==> config.mk <==
export PLATFORM = sky130hd
export DESIGN_NAME = ntc_div
export DESIGN_NICKNAME = d
export VERILOG_FILES = /design/src/hdl/ntc_adc_to_celsius_defines.svh /design/src/hdl/ntc_div.sv
export SDC_FILE = /design/constraint.sdc
export NUM_CORES = 2
export LEC_CHECK = 0
export BUFFER_PORTS_ARGS = -buffer_cell sky130_fd_sc_hd__buf_2
export CAP_MARGIN = 10
export CORE_UTILIZATION = 57
export CTS_CLUSTER_DIAMETER = 30
export DETAILED_ROUTE_END_ITERATION = 10
export GPL_TIMING_DRIVEN = 0
export PLACE_DENSITY = 0.87
export SETUP_SLACK_MARGIN = 0.02
export SLEW_MARGIN = 20
export SYNTH_ARGS = -nofsm -noshare
export SYNTH_HDL_FRONTEND = slang
export SYNTH_SLANG_ARGS = --single-unit
==> constraint.sdc <==
create_clock -name clk -period 2.9 [get_ports clk]
set_input_delay 0.58 -clock clk [delete_from_list [all_inputs] [get_ports clk]]
set_output_delay 0.58 -clock clk [all_outputs]
set_load 0.03 [all_outputs]
==> src/hdl/ntc_adc_to_celsius_defines.svh <==
// assertion macros shared by the ntc converter rtl
`ifndef NTC_ADC_TO_CELSIUS_DEFINES_SVH
`define NTC_ADC_TO_CELSIUS_DEFINES_SVH

// property checked on every rising clock edge, off while in reset
`define NTC_ASSERT(lbl, prop) \
	lbl: assert property (@(posedge clk) disable iff (!arst_n) prop) \
		else $error("ntc converter assertion failed");

// consequent in the cycle after the antecedent
`define NTC_ASSERT_NEXT(lbl, ante, cons) \
	`NTC_ASSERT(lbl, (ante) |=> (cons))

`endif

==> src/hdl/ntc_div.sv <==
// pipelined restoring divider, one quotient bit per stage
`timescale 1ns / 1ps

module ntc_div #(
	parameter int NUM_W  = 29,
	parameter int DEN_W  = 13,
	parameter int SIDE_W = 1
) (
	input  logic              clk,
	input  logic              arst_n,
	input  logic              en,
	input  logic              in_valid,
	input  logic [NUM_W-1:0]  num,
	input  logic [DEN_W-1:0]  den,
	input  logic [SIDE_W-1:0] side_in,
	output logic              out_valid,
	output logic [NUM_W-1:0]  quo,
	output logic [SIDE_W-1:0] side_out
);

	// acc shifts the dividend out at the top and the quotient in at the bottom
	logic              v_s    [1:NUM_W];
	logic [NUM_W-1:0]  acc_s  [1:NUM_W];
	logic [DEN_W-1:0]  rem_s  [1:NUM_W];
	logic [DEN_W-1:0]  den_s  [1:NUM_W];
	logic [SIDE_W-1:0] side_s [1:NUM_W];

	for (genvar i = 0; i < NUM_W; i++) begin : g_stage
		logic              v_i;
		logic [NUM_W-1:0]  acc_i;
		logic [DEN_W-1:0]  rem_i;
		logic [DEN_W-1:0]  den_i;
		logic [SIDE_W-1:0] side_i;
		logic [DEN_W:0]    trial;
		logic              fits;
		logic [DEN_W-1:0]  rem_n;

		if (i == 0) begin : g_first
			assign v_i    = in_valid;
			assign acc_i  = num;
			assign rem_i  = '0;
			assign den_i  = den;
			assign side_i = side_in;
		end else begin : g_rest
			assign v_i    = v_s[i];
			assign acc_i  = acc_s[i];
			assign rem_i  = rem_s[i];
			assign den_i  = den_s[i];
			assign side_i = side_s[i];
		end

		always_comb begin
			trial = {rem_i, acc_i[NUM_W-1]};
			fits  = trial >= {1'b0, den_i};
			rem_n = fits ? DEN_W'(trial - {1'b0, den_i}) : trial[DEN_W-1:0];
		end

		always_ff @(posedge clk or negedge arst_n) begin
			if (!arst_n) begin
				v_s[i+1] <= 1'b0;
			end else if (en) begin
				v_s[i+1] <= v_i;
			end
		end

		always_ff @(posedge clk) begin
			if (en) begin
				acc_s[i+1]  <= {acc_i[NUM_W-2:0], fits};
				rem_s[i+1]  <= rem_n;
				den_s[i+1]  <= den_i;
				side_s[i+1] <= side_i;
			end
		end
	end

	assign out_valid = v_s[NUM_W];
	assign quo       = acc_s[NUM_W];
	assign side_out  = side_s[NUM_W];

endmodule

==> results_dict.tcl <==
set metrics [dict create \
    status "finished with violations" \
    violations "setup timing" \
    period_needed_ns 3.16 \
    fin_nets 5819 \
    post_drt_via_cell_ratio 5.82 \
    final_cell_mix "1598 x edfxtp_1, 460 x inv_1, 347 x ha_1, 340 x clkbuf_16, 228 x a21oi_1" \
    path_clk_slew_ns 0.06 \
    clkLatencyLatePin_ns 0.91 \
    worst_slew_pin_slew_ns 1.25 \
    whs_ns 0.174 \
    yosys_register_bits 1627 \
    vias 42200 \
    ctsRootBufferMaster "clkbuf_16" \
    required_ns 3.55 \
    drv_cap 0 \
    clk_path_buf_depth 4 \
    max-vdd-ir-drop_mv 0.933 \
    port_buffers 77 \
    setup_viol 79 \
    cts_tree "yes" \
    ant_nets 0 \
    dr.pass1.iters 8 \
    synth_edf_count 1598 \
    detailed_place_hpwl_mm 79.5 \
    die_w_um 353 \
    synthFlopType "edfxtp_1" \
    worst_slack_ns -0.256 \
    synth_cell_types 75 \
    grt_usage_pct 23.0 \
    place_area_mm2 0.0729 \
    holdCritPathClass "input port to flip-flop" \
    die_height_um 353 \
    place.gp.congestion 0.878 \
    ys_seq_area_share_pct 69.5 \
    fillerInstances 7073 \
    wirelength_mm 152 \
    start_util_pct 57.5 \
    endpoint_kind "flip-flop" \
    yosysWarnings 0 \
    maxSlewHeadroom_pct 14.8 \
    first_global_vias 42700 \
    syn_nets 5160 \
    register_area_mm2 0.0487 \
    io_pins 78 \
    grt_max_degree 159 \
    drcViolationCount 0 \
    area_delta_synth_final_pct 24.7 \
    critical_path_class "flip-flop to flip-flop" \
    grt_first_pass_wirelength_mm 227 \
    diodes 0 \
    clock-skew-final_ns 0.0698 \
    core_area_mm2 0.122 \
    syn_inst 4720 \
    antenna_found_initial 0 \
    clock_sinks 1627 \
    fin_crit_sh_pct 109 \
    hold_viol_final 0 \
    grt_use_met3_pct 4.43 \
    start_kind "flip-flop" \
    cts_made_buffers 329 \
    grt_setup_unrepaired "yes" \
    syn-mean-instance-area_um2 14.9 \
    p_leak_uw 0.0342 \
    powerDensity_mw_per_mm2 1180 \
    multi_input_area_mm2 0.0206 \
    layout.cells.most_common "edfxtp_1" \
    avgRoutedWirePerCell_um 20.9 \
    path_max_fanout 10 \
    synth_area_mm2 0.0701 \
    synth-async-reset-ratio_pct 1.78 \
    rows 128 \
    overflow 0 \
    htree_levels 5 \
    die_area_mm2 0.124 \
    met1_usage_pct 27.0 \
    crit_arrival_ns 3.81 \
    grt_util_met2_pct 40.1 \
    slew_viol_final 0 \
    drt_iter0_drc 3995 \
    grt_busiest_layer "met2" \
    drive_gt1_share_pct 22.7 \
    max_freq_ghz 0.317 \
    finalInstanceArea_mm2 0.0875 \
]
-- logic make-up after synthesis --
kind of cell / Yosys count / share of synthesized area (%)
DFF: 1627 / 69.5
AOI/OAI and AO/OA: 943 / 8.60
and+or+nand+nor: 770 / 5.23
buffers and inverters: 540 / 3.00
adders and majority gates: 393 / 7.30
xor gates and xnor gates: 246 / 3.07
muxes: 201 / 3.32
-- worst paths after layout --
kind | end | from | depth (start not counted) | slack, ns
worst min-delay path | acc_s[2][19] | en | 1 | 0.17
worst max register to register | rem_s[1][33] | acc_s[17][28] | 12 | -0.26
max in group asynchronous | g_stage[18].v_i | arst_n | 2 | 2.22
min in group asynchronous | g_stage[12].v_i | arst_n | 2 | 0.22
worst min register to register | acc_s[28][14] | acc_s[27][13] | 0 | 0.38
worst max-delay path | rem_s[1][33] | acc_s[17][28] | 12 | -0.26
-- through the flow --
stage	total power [µW]	TNS, ns	util, %	cells	setup slack, ns
2_1_floorplan	52500	0	-	4720	0.0762
3_3_place_gp	58800	-	59.5	6422	-23.29
3_5_place_dp	58800	-185.78	59.8	6434	-1.33
4_1_cts	99000	-1.84	70.3	7159	-0.117
5_1_grt	107000	-15.96	71.8	7253	-0.272
6_report	103000	-7.12	71.8	7253	-0.256
-- metal layers --
metal  wire [µm]  share of wire [%]
met5           0                  0
met4        7740                5.1
met3        9320                6.1
met2       77400                 51
met1       57200                 38
-- cell usage after synthesis (12+ instances only) --
| master | instances | share of area (%) |
|---|---|---|
| edfxtp_1 | 1598 | 68 |
| inv_1 | 488 | 2.6 |
| ha_1 | 366 | 6.5 |
| a21oi_1 | 263 | 1.9 |
| o21ai_0 | 239 | 1.7 |
| nor2_1 | 228 | 1.2 |
| nand2_1 | 227 | 1.2 |
| mux2_2 | 154 | 2.5 |
| xnor2_1 | 133 | 1.7 |
| xor2_1 | 113 | 1.4 |
| a21o_1 | 99 | 1.1 |
| o21a_1 | 70 | 0.75 |
| nor3_1 | 56 | 0.40 |
| nand4_1 | 50 | 0.45 |
| a211oi_1 | 40 | 0.43 |
| nand2b_1 | 39 | 0.35 |
| nor2b_1 | 31 | 0.28 |
| nor4_1 | 31 | 0.28 |
| dfrtp_1 | 29 | 1.0 |
| o21bai_1 | 29 | 0.31 |
| clkbuf_1 | 27 | 0.14 |
| fa_1 | 27 | 0.77 |
| o211ai_1 | 25 | 0.27 |
| mux2_4 | 24 | 0.51 |
| mux2i_1 | 23 | 0.33 |
| nand3_1 | 23 | 0.16 |
| o31ai_1 | 18 | 0.19 |
| and3_1 | 17 | 0.15 |
| or4_1 | 17 | 0.18 |
| o31a_1 | 15 | 0.19 |
| a2111oi_0 | 14 | 0.17 |
| a21boi_0 | 14 | 0.15 |
| buf_2 | 14 | 0.10 |
| a31oi_1 | 13 | 0.12 |
| o21ai_1 | 12 | 0.086 |
-- where the power goes --
group	internal [µW]	leakage (µW)	switching (µW)
logic	14800	0.0131	17500
registers	31700	0.0160	2390
clock network	24300	0.00517	12500
total	70800	0.0342	32300
-- layout make-up --
cell class,instances,share of cell area [%]
clock buffer,374,9.72
multi-input combinational,2554,23.5
tap,1625,2.32
buffer,48,0.594
clock inverter,206,2.60
inverter,488,2.11
sequential,1627,55.7
timing repair buffer,331,3.46
-- registers in the layout, indices dropped and copies added (netlist names) --
signal / flops
acc_s: 841
den_s: 364
rem_s: 364
side_s: 29
g_stage.v_i: 28
out_valid: 1
-- critical path, cell delays in order (launching register included) --
cell	delay, ns
edfxtp_1	0.40
inv_2	0.16
ha_4	0.17
inv_2	0.05
fa_2	0.39
a211oi_2	0.27
o21ai_1	0.15
a21oi_2	0.18
o31a_1	0.20
o21ai_2	0.09
a211o_4	0.37
buf_12	0.16
mux2_4	0.31
-- timing repair --
item	CTS	global route
setup endpoints to repair	373	323
endpoints found under the hold margin	73	0
setup buffers	91	88
hold buffers	45	0
gates cloned	12	10
resized for setup	226	302
pin swaps	81	124
(Power assumes the default switching activity.)
